**src/rtl/core/lpd_pkg.sv**
```systemverilog
// Shared constants, codes and types of the looped pattern DAC sequencer.
// No dependencies; the modules of the block import this package.
package lpd_pkg;

    localparam int PATTERN_DEPTH  = 4096;
    localparam int PAT_AW         = $clog2(PATTERN_DEPTH);
    localparam int BUFFER_WORDS   = 64;
    localparam int BUF_W          = $clog2(BUFFER_WORDS);
    localparam int DAC_SHIFT_BITS = 8;

    localparam logic [31:0] CH0_COMMAND = 32'h0000_0000;
    localparam logic [31:0] CH1_COMMAND = 32'h0001_0000;

    localparam logic [PAT_AW-1:0] LOOP_END_RST   = PAT_AW'(1024 % PATTERN_DEPTH);
    localparam logic [12:0]       LOOP_LEN_RST   = 13'd1024;
    localparam logic [31:0]       GAIN_RST       = 32'h0001_0000;
    localparam logic [15:0]       LEVEL_RST      = 16'h8000;
    localparam logic [BUF_W-1:0]  BUF_LAST_POS   = BUF_W'(BUFFER_WORDS - 1);

    typedef enum logic [1:0] {
        MODE_LOAD  = 2'd0,
        MODE_TICK  = 2'd1,
        MODE_LEVEL = 2'd2
    } t_mode;

    typedef enum logic [1:0] {
        AM_FIXED = 2'd0,
        AM_CH0   = 2'd1,
        AM_CH1   = 2'd2,
        AM_ALT   = 2'd3
    } t_amode;

    typedef enum logic [2:0] {
        CFG_ANALOG_MODE  = 3'd0,
        CFG_DIGITAL_MODE = 3'd1,
        CFG_GAIN0        = 3'd2,
        CFG_OFFSET0      = 3'd3,
        CFG_GAIN1        = 3'd4,
        CFG_OFFSET1      = 3'd5,
        CFG_LOOP_START   = 3'd6,
        CFG_LOOP_LENGTH  = 3'd7
    } t_cfg_idx;

    typedef struct packed {
        logic        run;
        logic        use_fixed;
        logic        fix_ch;
        logic [15:0] level;
        logic        ch;
        logic        last;
    } t_s1;

    typedef struct packed {
        logic        digital_mode;
        logic [31:0] gain0;
        logic [31:0] offset0;
        logic [31:0] gain1;
        logic [31:0] offset1;
    } t_scale_cfg;

endpackage

```
**src/rtl/core/lpd_out_if.sv**
```systemverilog
// Result channel of the looped pattern DAC sequencer: valid/ready plus fields.
// Stands alone; no package needed.
interface lpd_out_if;
    logic        valid;
    logic        ready;
    logic [15:0] digital_bits;
    logic [31:0] dac_word;
    logic        buffer_last;

    modport source (output valid, digital_bits, dac_word, buffer_last, input ready);
    modport sink   (input valid, digital_bits, dac_word, buffer_last, output ready);
endinterface

```
**src/rtl/core/lpd_scale.sv**
```systemverilog
// Scaling back end: gain multiply stage, offset/command add and output register.
// Depends on lpd_pkg and lpd_out_if.
module lpd_scale (
    input  logic                    i_clk,
    input  logic                    i_rst_n,
    input  logic                    i_valid,
    input  lpd_pkg::t_s1            i_ctrl,
    input  logic [31:0]             i_word,
    input  lpd_pkg::t_scale_cfg     i_cfg,
    output logic                    o_ready,
    lpd_out_if.source               o_rsp
);
    import lpd_pkg::*;

    logic        r_v2;
    t_s1         r_s2;
    logic [31:0] r_prod;
    logic [15:0] r_dig2;
    logic        r_ov;
    logic [15:0] r_dig;
    logic [31:0] r_dac;
    logic        r_last;

    logic        w_rdy3;
    logic        w_rdy2;
    logic        w_move2;
    logic [31:0] w_gain;
    logic [31:0] w_prod;
    logic [15:0] w_dig;
    logic [31:0] w_value;
    logic [31:0] w_dac;

    assign w_rdy3  = !r_ov || o_rsp.ready;
    assign w_rdy2  = !r_v2 || w_rdy3;
    assign o_ready = w_rdy2;
    assign w_move2 = i_valid && w_rdy2;

    always_comb begin
        w_gain = i_ctrl.ch ? i_cfg.gain1 : i_cfg.gain0;
        w_prod = 32'({16'd0, i_word[15:0]} * w_gain);
        w_dig  = i_word[31:16];
        if (i_cfg.digital_mode) begin
            w_dig = w_dig | {8'd0, i_word[15:8]};
        end
        if (!i_ctrl.run) begin
            w_dig = 16'd0;
        end
    end

    always_comb begin
        if (r_s2.use_fixed) begin
            w_value = (r_s2.fix_ch ? CH1_COMMAND : CH0_COMMAND) + {16'd0, r_s2.level};
        end else begin
            w_value = {16'd0, r_prod[31:16]}
                    + (r_s2.ch ? i_cfg.offset1 : i_cfg.offset0)
                    + (r_s2.ch ? CH1_COMMAND : CH0_COMMAND);
        end
        w_dac = w_value << DAC_SHIFT_BITS;
    end

    always_ff @(posedge i_clk) begin
        if (!i_rst_n) begin
            r_v2 <= 1'b0;
            r_ov <= 1'b0;
        end else begin
            if (w_rdy2) begin
                r_v2 <= i_valid;
            end
            if (w_rdy3) begin
                r_ov <= r_v2;
            end
        end
    end

    always_ff @(posedge i_clk) begin
        if (w_move2) begin
            r_s2   <= i_ctrl;
            r_prod <= w_prod;
            r_dig2 <= w_dig;
        end
        if (r_v2 && w_rdy3) begin
            r_dig  <= r_dig2;
            r_dac  <= w_dac;
            r_last <= r_s2.last;
        end
    end

    assign o_rsp.valid        = r_ov;
    assign o_rsp.digital_bits = r_dig;
    assign o_rsp.dac_word     = r_dac;
    assign o_rsp.buffer_last  = r_last;

endmodule

```
**src/flat_wrapper.sv**
```systemverilog
// flat-port wrapper written by rule: the top's interface ports become plain ports
module lpd_scale_flat import lpd_pkg::*;
  (i_clk, i_rst_n, i_valid, i_ctrl, i_word, i_cfg, o_ready, o_rsp_valid, o_rsp_digital_bits, o_rsp_dac_word, o_rsp_buffer_last, o_rsp_ready);
  lpd_out_if o_rsp_i ();
  input  logic i_clk;
  input  logic i_rst_n;
  input  logic i_valid;
  input  lpd_pkg::t_s1 i_ctrl;
  input  logic [31:0] i_word;
  input  lpd_pkg::t_scale_cfg i_cfg;
  output logic o_ready;
  output wire logic [$bits(o_rsp_i.valid)-1:0] o_rsp_valid;
  output wire logic [$bits(o_rsp_i.digital_bits)-1:0] o_rsp_digital_bits;
  output wire logic [$bits(o_rsp_i.dac_word)-1:0] o_rsp_dac_word;
  output wire logic [$bits(o_rsp_i.buffer_last)-1:0] o_rsp_buffer_last;
  input wire logic [$bits(o_rsp_i.ready)-1:0] o_rsp_ready;
  assign o_rsp_valid = o_rsp_i.valid;
  assign o_rsp_digital_bits = o_rsp_i.digital_bits;
  assign o_rsp_dac_word = o_rsp_i.dac_word;
  assign o_rsp_buffer_last = o_rsp_i.buffer_last;
  assign o_rsp_i.ready = o_rsp_ready;
  lpd_scale u_core (.i_clk(i_clk), .i_rst_n(i_rst_n), .i_valid(i_valid), .i_ctrl(i_ctrl), .i_word(i_word), .i_cfg(i_cfg), .o_ready(o_ready), .o_rsp(o_rsp_i));
endmodule
```
**config.mk**
```make
export PLATFORM = sky130hd
export DESIGN_NAME = lpd_scale_flat
export DESIGN_NICKNAME = d
export VERILOG_FILES = /design/src/rtl/core/lpd_pkg.sv /design/src/rtl/core/lpd_out_if.sv /design/src/rtl/core/lpd_scale.sv /design/src/flat_wrapper.sv
export SDC_FILE = /design/constraint.sdc
export NUM_CORES = 1
export LEC_CHECK = 0
export ABC_AREA = 1
export BUFFER_PORTS_ARGS = -buffer_cell sky130_fd_sc_hd__buf_2
export CAP_MARGIN = 10
export CORE_ASPECT_RATIO = 1.1
export CORE_MARGIN = 3
export CORE_UTILIZATION = 50
export CTS_BUF_LIST = sky130_fd_sc_hd__clkbuf_8
export DETAILED_ROUTE_END_ITERATION = 6
export PLACE_DENSITY_LB_ADDON = 0.2
export SKIP_LAST_GASP = 1
export SYNTH_ARGS = -nofsm -noshare
export SYNTH_HDL_FRONTEND = slang
export SYNTH_SLANG_ARGS = --single-unit
```
**constraint.sdc**
```tcl
create_clock -name i_clk -period 18.4 [get_ports i_clk]
set_input_delay 2.76 -clock i_clk [delete_from_list [all_inputs] [get_ports i_clk]]
set_output_delay 2.76 -clock i_clk [all_outputs]
set_load 0.01 [all_outputs]
```
==> results.rst, run 1 <==
.. list-table::
   :header-rows: 1

   * - Metric
     - Value
   * - Largest net degree at the start of global routing
     - 53
   * - Number of enable-type register cells in the synthesized netlist
     - 93
   * - Post-cts resize count
     - 0
   * - Number of levels the H-tree was split into
     - 3
   * - Buffers inserted during post-CTS setup optimization
     - 0
   * - Average wire per cell in the routed design
     - 17.11 um
   * - Number of vias per cell after detailed routing
     - between 5 and 6
   * - Placer congestion estimate
     - slightly above 0.9
   * - Startpoint of the worst-slack reg-to-reg timing path
     - u_core.r_s2[1]
   * - Number of different library cells in the post-synthesis netlist
     - 45
   * - Vias in the first global route
     - roughly 14k
   * - Total DRC errors in the routed layout
     - 0
   * - Worst setup SP type
     - input port
   * - Worst setup slack for register-to-register paths
     - ~15000 ps
   * - HP Start
     - u_core.r_dig2[7]
   * - Via count
     - around 13k
   * - X dimension of the die
     - about 180 um
   * - Standard cell core area
     - about 0.032 mm^2
   * - Root buffer cell
     - sky130_fd_sc_hd__clkbuf_8
   * - DP Worst Slack
     - just over 8000 ps
   * - Drt first pass iters
     - 5
   * - Final count of pins violating max slew
     - 0
   * - Netlist area before placement
     - 0.01645 mm^2
   * - Setup Total Neg Slack
     - 0 ps
   * - Clock tree sinks
     - 95
   * - Final WS setup
     - 8690 ps
   * - Yosys warns
     - 0
   * - Worst hold path class
     - reg2reg
   * - HPWL after DPL
     - around 36000 um
   * - Result of the run
     - finished, final reports clean
   * - Proportion of synthesized area in mux cells
     - 1.286%
   * - Main combinational cell family by area after synthesis
     - adder cells
   * - Layout Utilization
     - 55.61%
   * - Fraction of the mapped netlist area in simple logic gates
     - approximately 18%
   * - Global-route wire length before repair
     - between 60000 and 70000 um
   * - Async S/R FF share, synth
     - 0%
   * - NumNets Final
     - 2726
   * - Number of top-level design ports
     - between 200 and 250
   * - Worst EP arrival
     - 9830 ps
   * - Unrepaired setup endpoints after global routing
     - no
   * - Starting density of the core
     - between 50% and 60%
   * - Worst hold path cell count
     - 0
   * - Final cycle utilization of the critical path
     - about 53%
   * - CP Capture Type
     - flop
   * - Number of cells traversed by the worst register-to-register path
     - 12
   * - Complex-gate fraction of the synthesized area
     - 5.713%
   * - Diode count
     - 0
   * - Number of routed nets with antenna violations
     - 0
   * - Hold Slack
     - between 400 and 500 ps
   * - Num CTS Buffers
     - 9
   * - GRT overflow
     - 0
   * - Final setup violation count
     - 0
   * - Share of the synthesized netlist area taken by xor and xnor gates
     - under 10%
   * - Final hold violation count
     - 0
   * - Worst-Margin Slew
     - around 1100 ps
   * - Number of cells produced by synthesis
     - between 1.5k and 2k
   * - Worst-skew pair later-pin latency
     - 380 ps
   * - Leading cell types in the layout, fill and taps excluded
     - sky130_fd_sc_hd__inv_1, sky130_fd_sc_hd__nand2_1, sky130_fd_sc_hd__fa_1
   * - Buffer depth of the longest clock path
     - 2
   * - Sequential cell area fraction in the yosys report
     - between 10% and 20%
   * - Row cnt
     - 69
   * - Headroom to the max-slew limit
     - 24.56%
   * - Clock transition at the registers of the reported paths
     - ~110 ps
   * - Number of antenna violations at the first check in global routing
     - 0
   * - Hold endpoint
     - u_core.o_rsp.digital_bits[7]
   * - Floorplan die height
     - 196.2 um
   * - Overall fraction of global-route tracks in use
     - roughly a quarter
   * - Worst path required time
     - 18520 ps
   * - Synth Area per Inst
     - slightly above 8 um^2
   * - First DRT Iteration DRCs
     - 788
   * - Die area
     - around 0.035 mm^2
   * - Overall routed net length
     - 44270 um
   * - Final critical-path required period
     - roughly 10000 ps
   * - Signed area change from the synthesized netlist to the final layout
     - 9.455%
   * - Number of buffers inserted by hold repair at cts
     - 0
   * - TritonCTS clock tree
     - yes
   * - Fmax
     - between 0.1 and 0.15 GHz
   * - Most common cell after layout, fill and taps aside
     - sky130_fd_sc_hd__inv_1
   * - Reg2Reg Capture Point
     - u_core.o_rsp.dac_word[19]
   * - Critical path fanouts, max
     - 47
   * - Adder-Cell Fraction of Synth Area
     - between 40% and 50%
   * - Count of port buffers added during placement
     - ~210
   * - Flops & latches, synth
     - 95
   * - Number of max-cap violations
     - 0
   * - Share of cells above drive strength 1
     - around 14%
   * - Most used flip-flop cell after synthesis
     - sky130_fd_sc_hd__edfxtp_1
   * - Category of the critical setup timing path
     - in2reg
   * - Clk_skew
     - approximately 16 ps
sequential cells by signal, indices dropped and copies added, names as in the netlist:
| name | cells |
|---|---|
| u_core.o_rsp.buffer_last | 1 |
| u_core.o_rsp.dac_word | 24 |
| u_core.o_rsp.digital_bits | 16 |
| u_core.o_rsp.valid | 1 |
| u_core.r_dig2 | 16 |
| u_core.r_prod | 16 |
| u_core.r_s2 | 20 |
| u_core.r_v2 | 1 |
worst max-delay path: stages:
cell and delay, ps:
sky130_fd_sc_hd__buf_2 80, sky130_fd_sc_hd__buf_4 410, sky130_fd_sc_hd__inv_2 290, sky130_fd_sc_hd__or2_2 340
sky130_fd_sc_hd__nand2_1 340, sky130_fd_sc_hd__clkinv_1 480, sky130_fd_sc_hd__nand2_1 210, sky130_fd_sc_hd__fa_1 450
sky130_fd_sc_hd__fa_1 590, sky130_fd_sc_hd__fa_1 460, sky130_fd_sc_hd__fa_1 540, sky130_fd_sc_hd__inv_1 50
sky130_fd_sc_hd__fa_1 480, sky130_fd_sc_hd__inv_1 50, sky130_fd_sc_hd__fa_1 540, sky130_fd_sc_hd__inv_1 60
sky130_fd_sc_hd__ha_1 320, sky130_fd_sc_hd__a21oi_1 200, sky130_fd_sc_hd__inv_1 50, sky130_fd_sc_hd__a31oi_1 290
sky130_fd_sc_hd__a21boi_0 210, sky130_fd_sc_hd__o21ai_1 190, sky130_fd_sc_hd__nand4_1 130, sky130_fd_sc_hd__nand2_1 90
sky130_fd_sc_hd__xor2_1 150
layout make-up:
cell class,instances,area [um^2]
sequential,95,2833
clock inverter,7,73.82
tap,426,533.0
multi-input combinational,1356,11540
clock buffer,9,123.9
fill,3071,14370
timing repair buffer,220,1121
inverter,475,1783
stage by stage:
stage,std cells,instance area (um^2)
after global routing,2588,18000
after global placement,2572,17810
after CTS,2588,18000
final,2588,18000
after floorplan,1992,16470
after detailed placement,2572,17810
cell usage after synthesis (3+ instances only):
cell                         n  area share [%]
sky130_fd_sc_hd__inv_1     463              11
sky130_fd_sc_hd__nand2_1   441              10
sky130_fd_sc_hd__fa_1      304              37
sky130_fd_sc_hd__nor2_1    214             4.9
sky130_fd_sc_hd__edfxtp_1   93              17
sky130_fd_sc_hd__ha_1       79             6.0
sky130_fd_sc_hd__a21oi_1    75             2.3
sky130_fd_sc_hd__o21ai_0    48             1.5
sky130_fd_sc_hd__clkbuf_1   41            0.94
sky130_fd_sc_hd__nand3_1    37             1.1
sky130_fd_sc_hd__or2_2      31             1.2
sky130_fd_sc_hd__xor2_1     21             1.1
sky130_fd_sc_hd__mux2_2     17             1.2
sky130_fd_sc_hd__buf_2      11            0.33
sky130_fd_sc_hd__buf_4       9            0.41
sky130_fd_sc_hd__nand4_1     8            0.30
sky130_fd_sc_hd__clkinv_1    7            0.16
sky130_fd_sc_hd__nor3_1      7            0.21
sky130_fd_sc_hd__o21ai_1     7            0.21
sky130_fd_sc_hd__nor4_1      6            0.23
sky130_fd_sc_hd__o21ai_2     6            0.32
sky130_fd_sc_hd__xnor2_1     6            0.32
sky130_fd_sc_hd__a21o_1      5            0.23
sky130_fd_sc_hd__inv_2       5            0.11
sky130_fd_sc_hd__o21a_1      5            0.23
sky130_fd_sc_hd__nand2_2     4            0.15
sky130_fd_sc_hd__a21boi_0    3            0.14
sky130_fd_sc_hd__buf_6       3            0.21
sky130_fd_sc_hd__nand3b_1    3            0.14
sky130_fd_sc_hd__o221ai_1    3            0.16
per-layer routing:
metal  global-route usage [%]  wire (um)  vias up
li1                         -          -     6236
met1                    32.29      17000     6405
met2                    44.05      21350      585
met3                    4.665       3657      113
met4                    10.77       2267        0
met5                        0          0        -
cells by family after synthesis:
family	Yosys count
other	1
multiplexers	19
flip-flops	95
buffers and inverters	541
AO/OA/AOI/OAI	164
adder cells (fa/ha/maj)	383
XOR/XNOR	27
AND/OR/NAND/NOR	755
worst max-delay path by stage:
stage | from | to | slack, ps | depth (start not counted)
4_1_cts | i_ctrl[1] | u_core.r_prod[28] | 8710 | 25
6_report | i_ctrl[1] | u_core.r_prod[28] | 8690 | 25
3_5_place_dp | i_ctrl[1] | u_core.r_prod[28] | 8290 | 25
3_3_place_gp | i_ctrl[1] | u_core.r_prod[28] | 8430 | 25
5_1_grt | i_ctrl[1] | u_core.r_prod[28] | 8170 | 25
2_1_floorplan | i_ctrl[1] | u_core.r_prod[29] | 9980 | 27
Power of run 1 is not shown: default switching activity piles up to over one toggle a cycle in this logic, so the estimate is an artifact.
==> run 2: changes to the inputs <==
- clock period: 18.4 -> 8.3 ns (I/O delays scaled with it)
==> run 2 against run 1 <==
Global-route usage up 0.10 points. Clock skew up 1.0 ps. Flip-flop and latch count unchanged. Register-to-register slack worse by 10000 ps. Worst hold slack better by 2.2 ps. Critical path type unchanged. Largest cell class unchanged. Highest routed layer unchanged.
==> results.rst, run 2 (synthesized netlist as in run 1, its figures left out) <==
.. list-table::
   :header-rows: 1

   * - Metric
     - Value
   * - Diode count
     - 0 (unchanged)
   * - Most common cell after layout, fill and taps aside
     - sky130_fd_sc_hd__inv_1 (unchanged)
   * - Category of the critical setup timing path
     - in2reg (unchanged)
   * - Final hold violation count
     - 0 (unchanged)
   * - Delay contributed by the slowest stage of the critical path
     - 540 ps (was 590 ps)
   * - Buffer depth of the longest clock path
     - 2 (unchanged)
   * - Worst hold path cell count
     - 0 (unchanged)
   * - Overall fraction of global-route tracks in use
     - 25.95% (was 25.84%)
   * - Fmax
     - between 0.1 and 0.15 GHz
   * - Number of flip-flops in the largest register
     - 24 (unchanged)
   * - Worst path required time
     - 8410 ps (was 18520 ps)
   * - Cell with the largest stage delay on the worst path
     - sky130_fd_sc_hd__fa_1 (unchanged)
   * - Worst-Margin Slew
     - 1124 ps (was 1132 ps)
   * - Final cycle utilization of the critical path
     - roughly nine tenths
   * - Final setup violation count
     - 0 (unchanged)
   * - CP Capture Type
     - flop (unchanged)
   * - Drt first pass iters
     - 5 (unchanged)
   * - Row cnt
     - 69 (unchanged)
   * - Overall routed net length
     - 44480 um (was 44270 um)
   * - Clock transition at the registers of the reported paths
     - 110 ps (about the same)
   * - Total DRC errors in the routed layout
     - 0 (unchanged)
   * - X dimension of the die
     - 178.9 um (unchanged)
   * - Floorplan die height
     - 196.2 um (unchanged)
   * - Clock tree sinks
     - 95 (unchanged)
   * - Number of vias per cell after detailed routing
     - 5.172 (was 5.154)
   * - Placer congestion estimate
     - 0.9321 (was 0.9312)
   * - Number of top-level design ports
     - 237 (unchanged)
   * - Vias in the first global route
     - 14.00k (was 13.67k)
   * - Final Instance Count excl. Fillers
     - 2607 (was 2588)
   * - Standard cell core area
     - 0.03237 mm^2 (unchanged)
   * - Hold Slack
     - 424.4 ps (was 422.1 ps)
   * - Critical path depth
     - 24 (was 25)
   * - Global-route wire length before repair
     - 70420 um (was 69930 um)
   * - Worst hold path class
     - reg2reg (unchanged)
   * - Worst-skew pair later-pin latency
     - 370 ps (was 380 ps)
   * - Num CTS Buffers
     - 9 (unchanged)
   * - GRT overflow
     - 0 (unchanged)
   * - Kind of cell with the highest combined delay on the critical path
     - adder cells (unchanged)
   * - Cell area after layout
     - 0.01817 mm^2 (was 0.01800 mm^2)
   * - Share of cells above drive strength 1
     - 14.90% (was 14.15%)
   * - Number of max-cap violations
     - 0 (unchanged)
   * - Result of the run
     - finished, final reports clean (unchanged)
   * - Largest net degree at the start of global routing
     - 53 (unchanged)
   * - Number of antenna violations at the first check in global routing
     - 0 (unchanged)
   * - Worst EP arrival
     - 7560 ps (was 9830 ps)
   * - Via count
     - 13.48k (was 13.34k)
   * - Leading cell types in the layout, fill and taps excluded
     - sky130_fd_sc_hd__inv_1, sky130_fd_sc_hd__nand2_1, sky130_fd_sc_hd__fa_1 (unchanged)
   * - Count of port buffers added during placement
     - 212 (unchanged)
   * - Final count of pins violating max slew
     - 0 (unchanged)
   * - Number of levels the H-tree was split into
     - 3 (unchanged)
   * - Critical path fanouts, max
     - 23 (was 47)
   * - Post-cts resize count
     - 0 (unchanged)
   * - Cell-by-cell listing of the critical path
     - buf_2, inv_2, or2_2, nand2_1, inv_1, nand2_1, fa_1, fa_1, fa_1, inv_1, fa_1, fa_1, inv_1, fa_1, inv_1, ha_1, nand2_1, nor2_1, inv_1, nor2_1, inv_1, o211ai_1, a21oi_1, xor2_1
   * - NumNets Final
     - 2745 (was 2726)
   * - HPWL after DPL
     - 36990 um (was 36290 um)
   * - Buf/Inv on CP
     - 8 (unchanged)
   * - Signed area change from the synthesized netlist to the final layout
     - 10.47% (was 9.455%)
   * - Number of cells traversed by the worst register-to-register path
     - 12 (unchanged)
   * - Final critical-path required period
     - 7452 ps
   * - TritonCTS clock tree
     - yes (unchanged)
   * - Root buffer cell
     - sky130_fd_sc_hd__clkbuf_8 (unchanged)
   * - Average wire per cell in the routed design
     - 17.06 um (was 17.11 um)
   * - Number of buffers inserted by hold repair at cts
     - 0 (unchanged)
   * - Headroom to the max-slew limit
     - 25.04% (was 24.56%)
   * - Number of cells in the design after placement
     - 2591 (was 2572)
   * - Starting density of the core
     - 50.81% (unchanged)
   * - Die area
     - 0.03511 mm^2 (unchanged)
   * - Placed Instance Area
     - 0.01796 mm^2 (was 0.01781 mm^2)
   * - Clk_skew
     - 17.49 ps (was 16.49 ps)
   * - Worst setup SP type
     - input port (unchanged)
   * - Setup Total Neg Slack
     - 0 ps (unchanged)
   * - Number of routed nets with antenna violations
     - 0 (unchanged)
   * - Unrepaired setup endpoints after global routing
     - no (unchanged)
   * - Buffers inserted during post-CTS setup optimization
     - 0 (unchanged)
   * - First DRT Iteration DRCs
     - 842 (was 788)
[run 2: changes by cell type in the layout (fill, tap and decap cells not counted)]
| cell | before | now |
|---|---|---|
| sky130_fd_sc_hd__clkinv_8 | 1 | 3 |
| sky130_fd_sc_hd__clkinvlp_4 | 2 | 0 |
| sky130_fd_sc_hd__inv_6 | 1 | 2 |
| sky130_fd_sc_hd__inv_8 | 3 | 1 |
| sky130_fd_sc_hd__buf_12 | 0 | 1 |
| sky130_fd_sc_hd__buf_4 | 8 | 26 |
| sky130_fd_sc_hd__clkinv_4 | 0 | 1 |
[run 2: layer usage]
layer,global-route usage (%),part of all wire [%]
met3,2.923,7.4
met2,45.83,49
met5,0,0
met1,32.39,39
met4,10.25,4.5
[run 2: through the flow]
step	util [%]	setup WS, ps
3_3_place_gp	55.48	541.5
5_1_grt	56.13	544.5
3_5_place_dp	55.48	522.3
4_1_cts	56.13	888.4
6_report	56.13	848.2
2_1_floorplan	-	1398
[run 2: area by class of cell]
cell class	count	area (um^2)
Tap cell	426	533.0
Multi-Input combinational cell	1356	11540
Inverter	475	1783
Sequential cell	95	2833
Fill cell	3012	14200
Timing Repair Buffer	239	1276
Clock buffer	9	123.9
Clock inverter	7	86.33
[run 2: path summary, 6_finish.rpt]
path,start,end,slack (ps)
setup / recovery,i_ctrl[1],u_core.r_prod[29],850
hold reg to reg,u_core.r_dig2[5],u_core.o_rsp.digital_bits[5],420
setup reg to reg,u_core.r_s2[1],u_core.o_rsp.dac_word[19],5100
hold / removal,u_core.r_dig2[5],u_core.o_rsp.digital_bits[5],420
Power of run 2 is left out for the same reason.
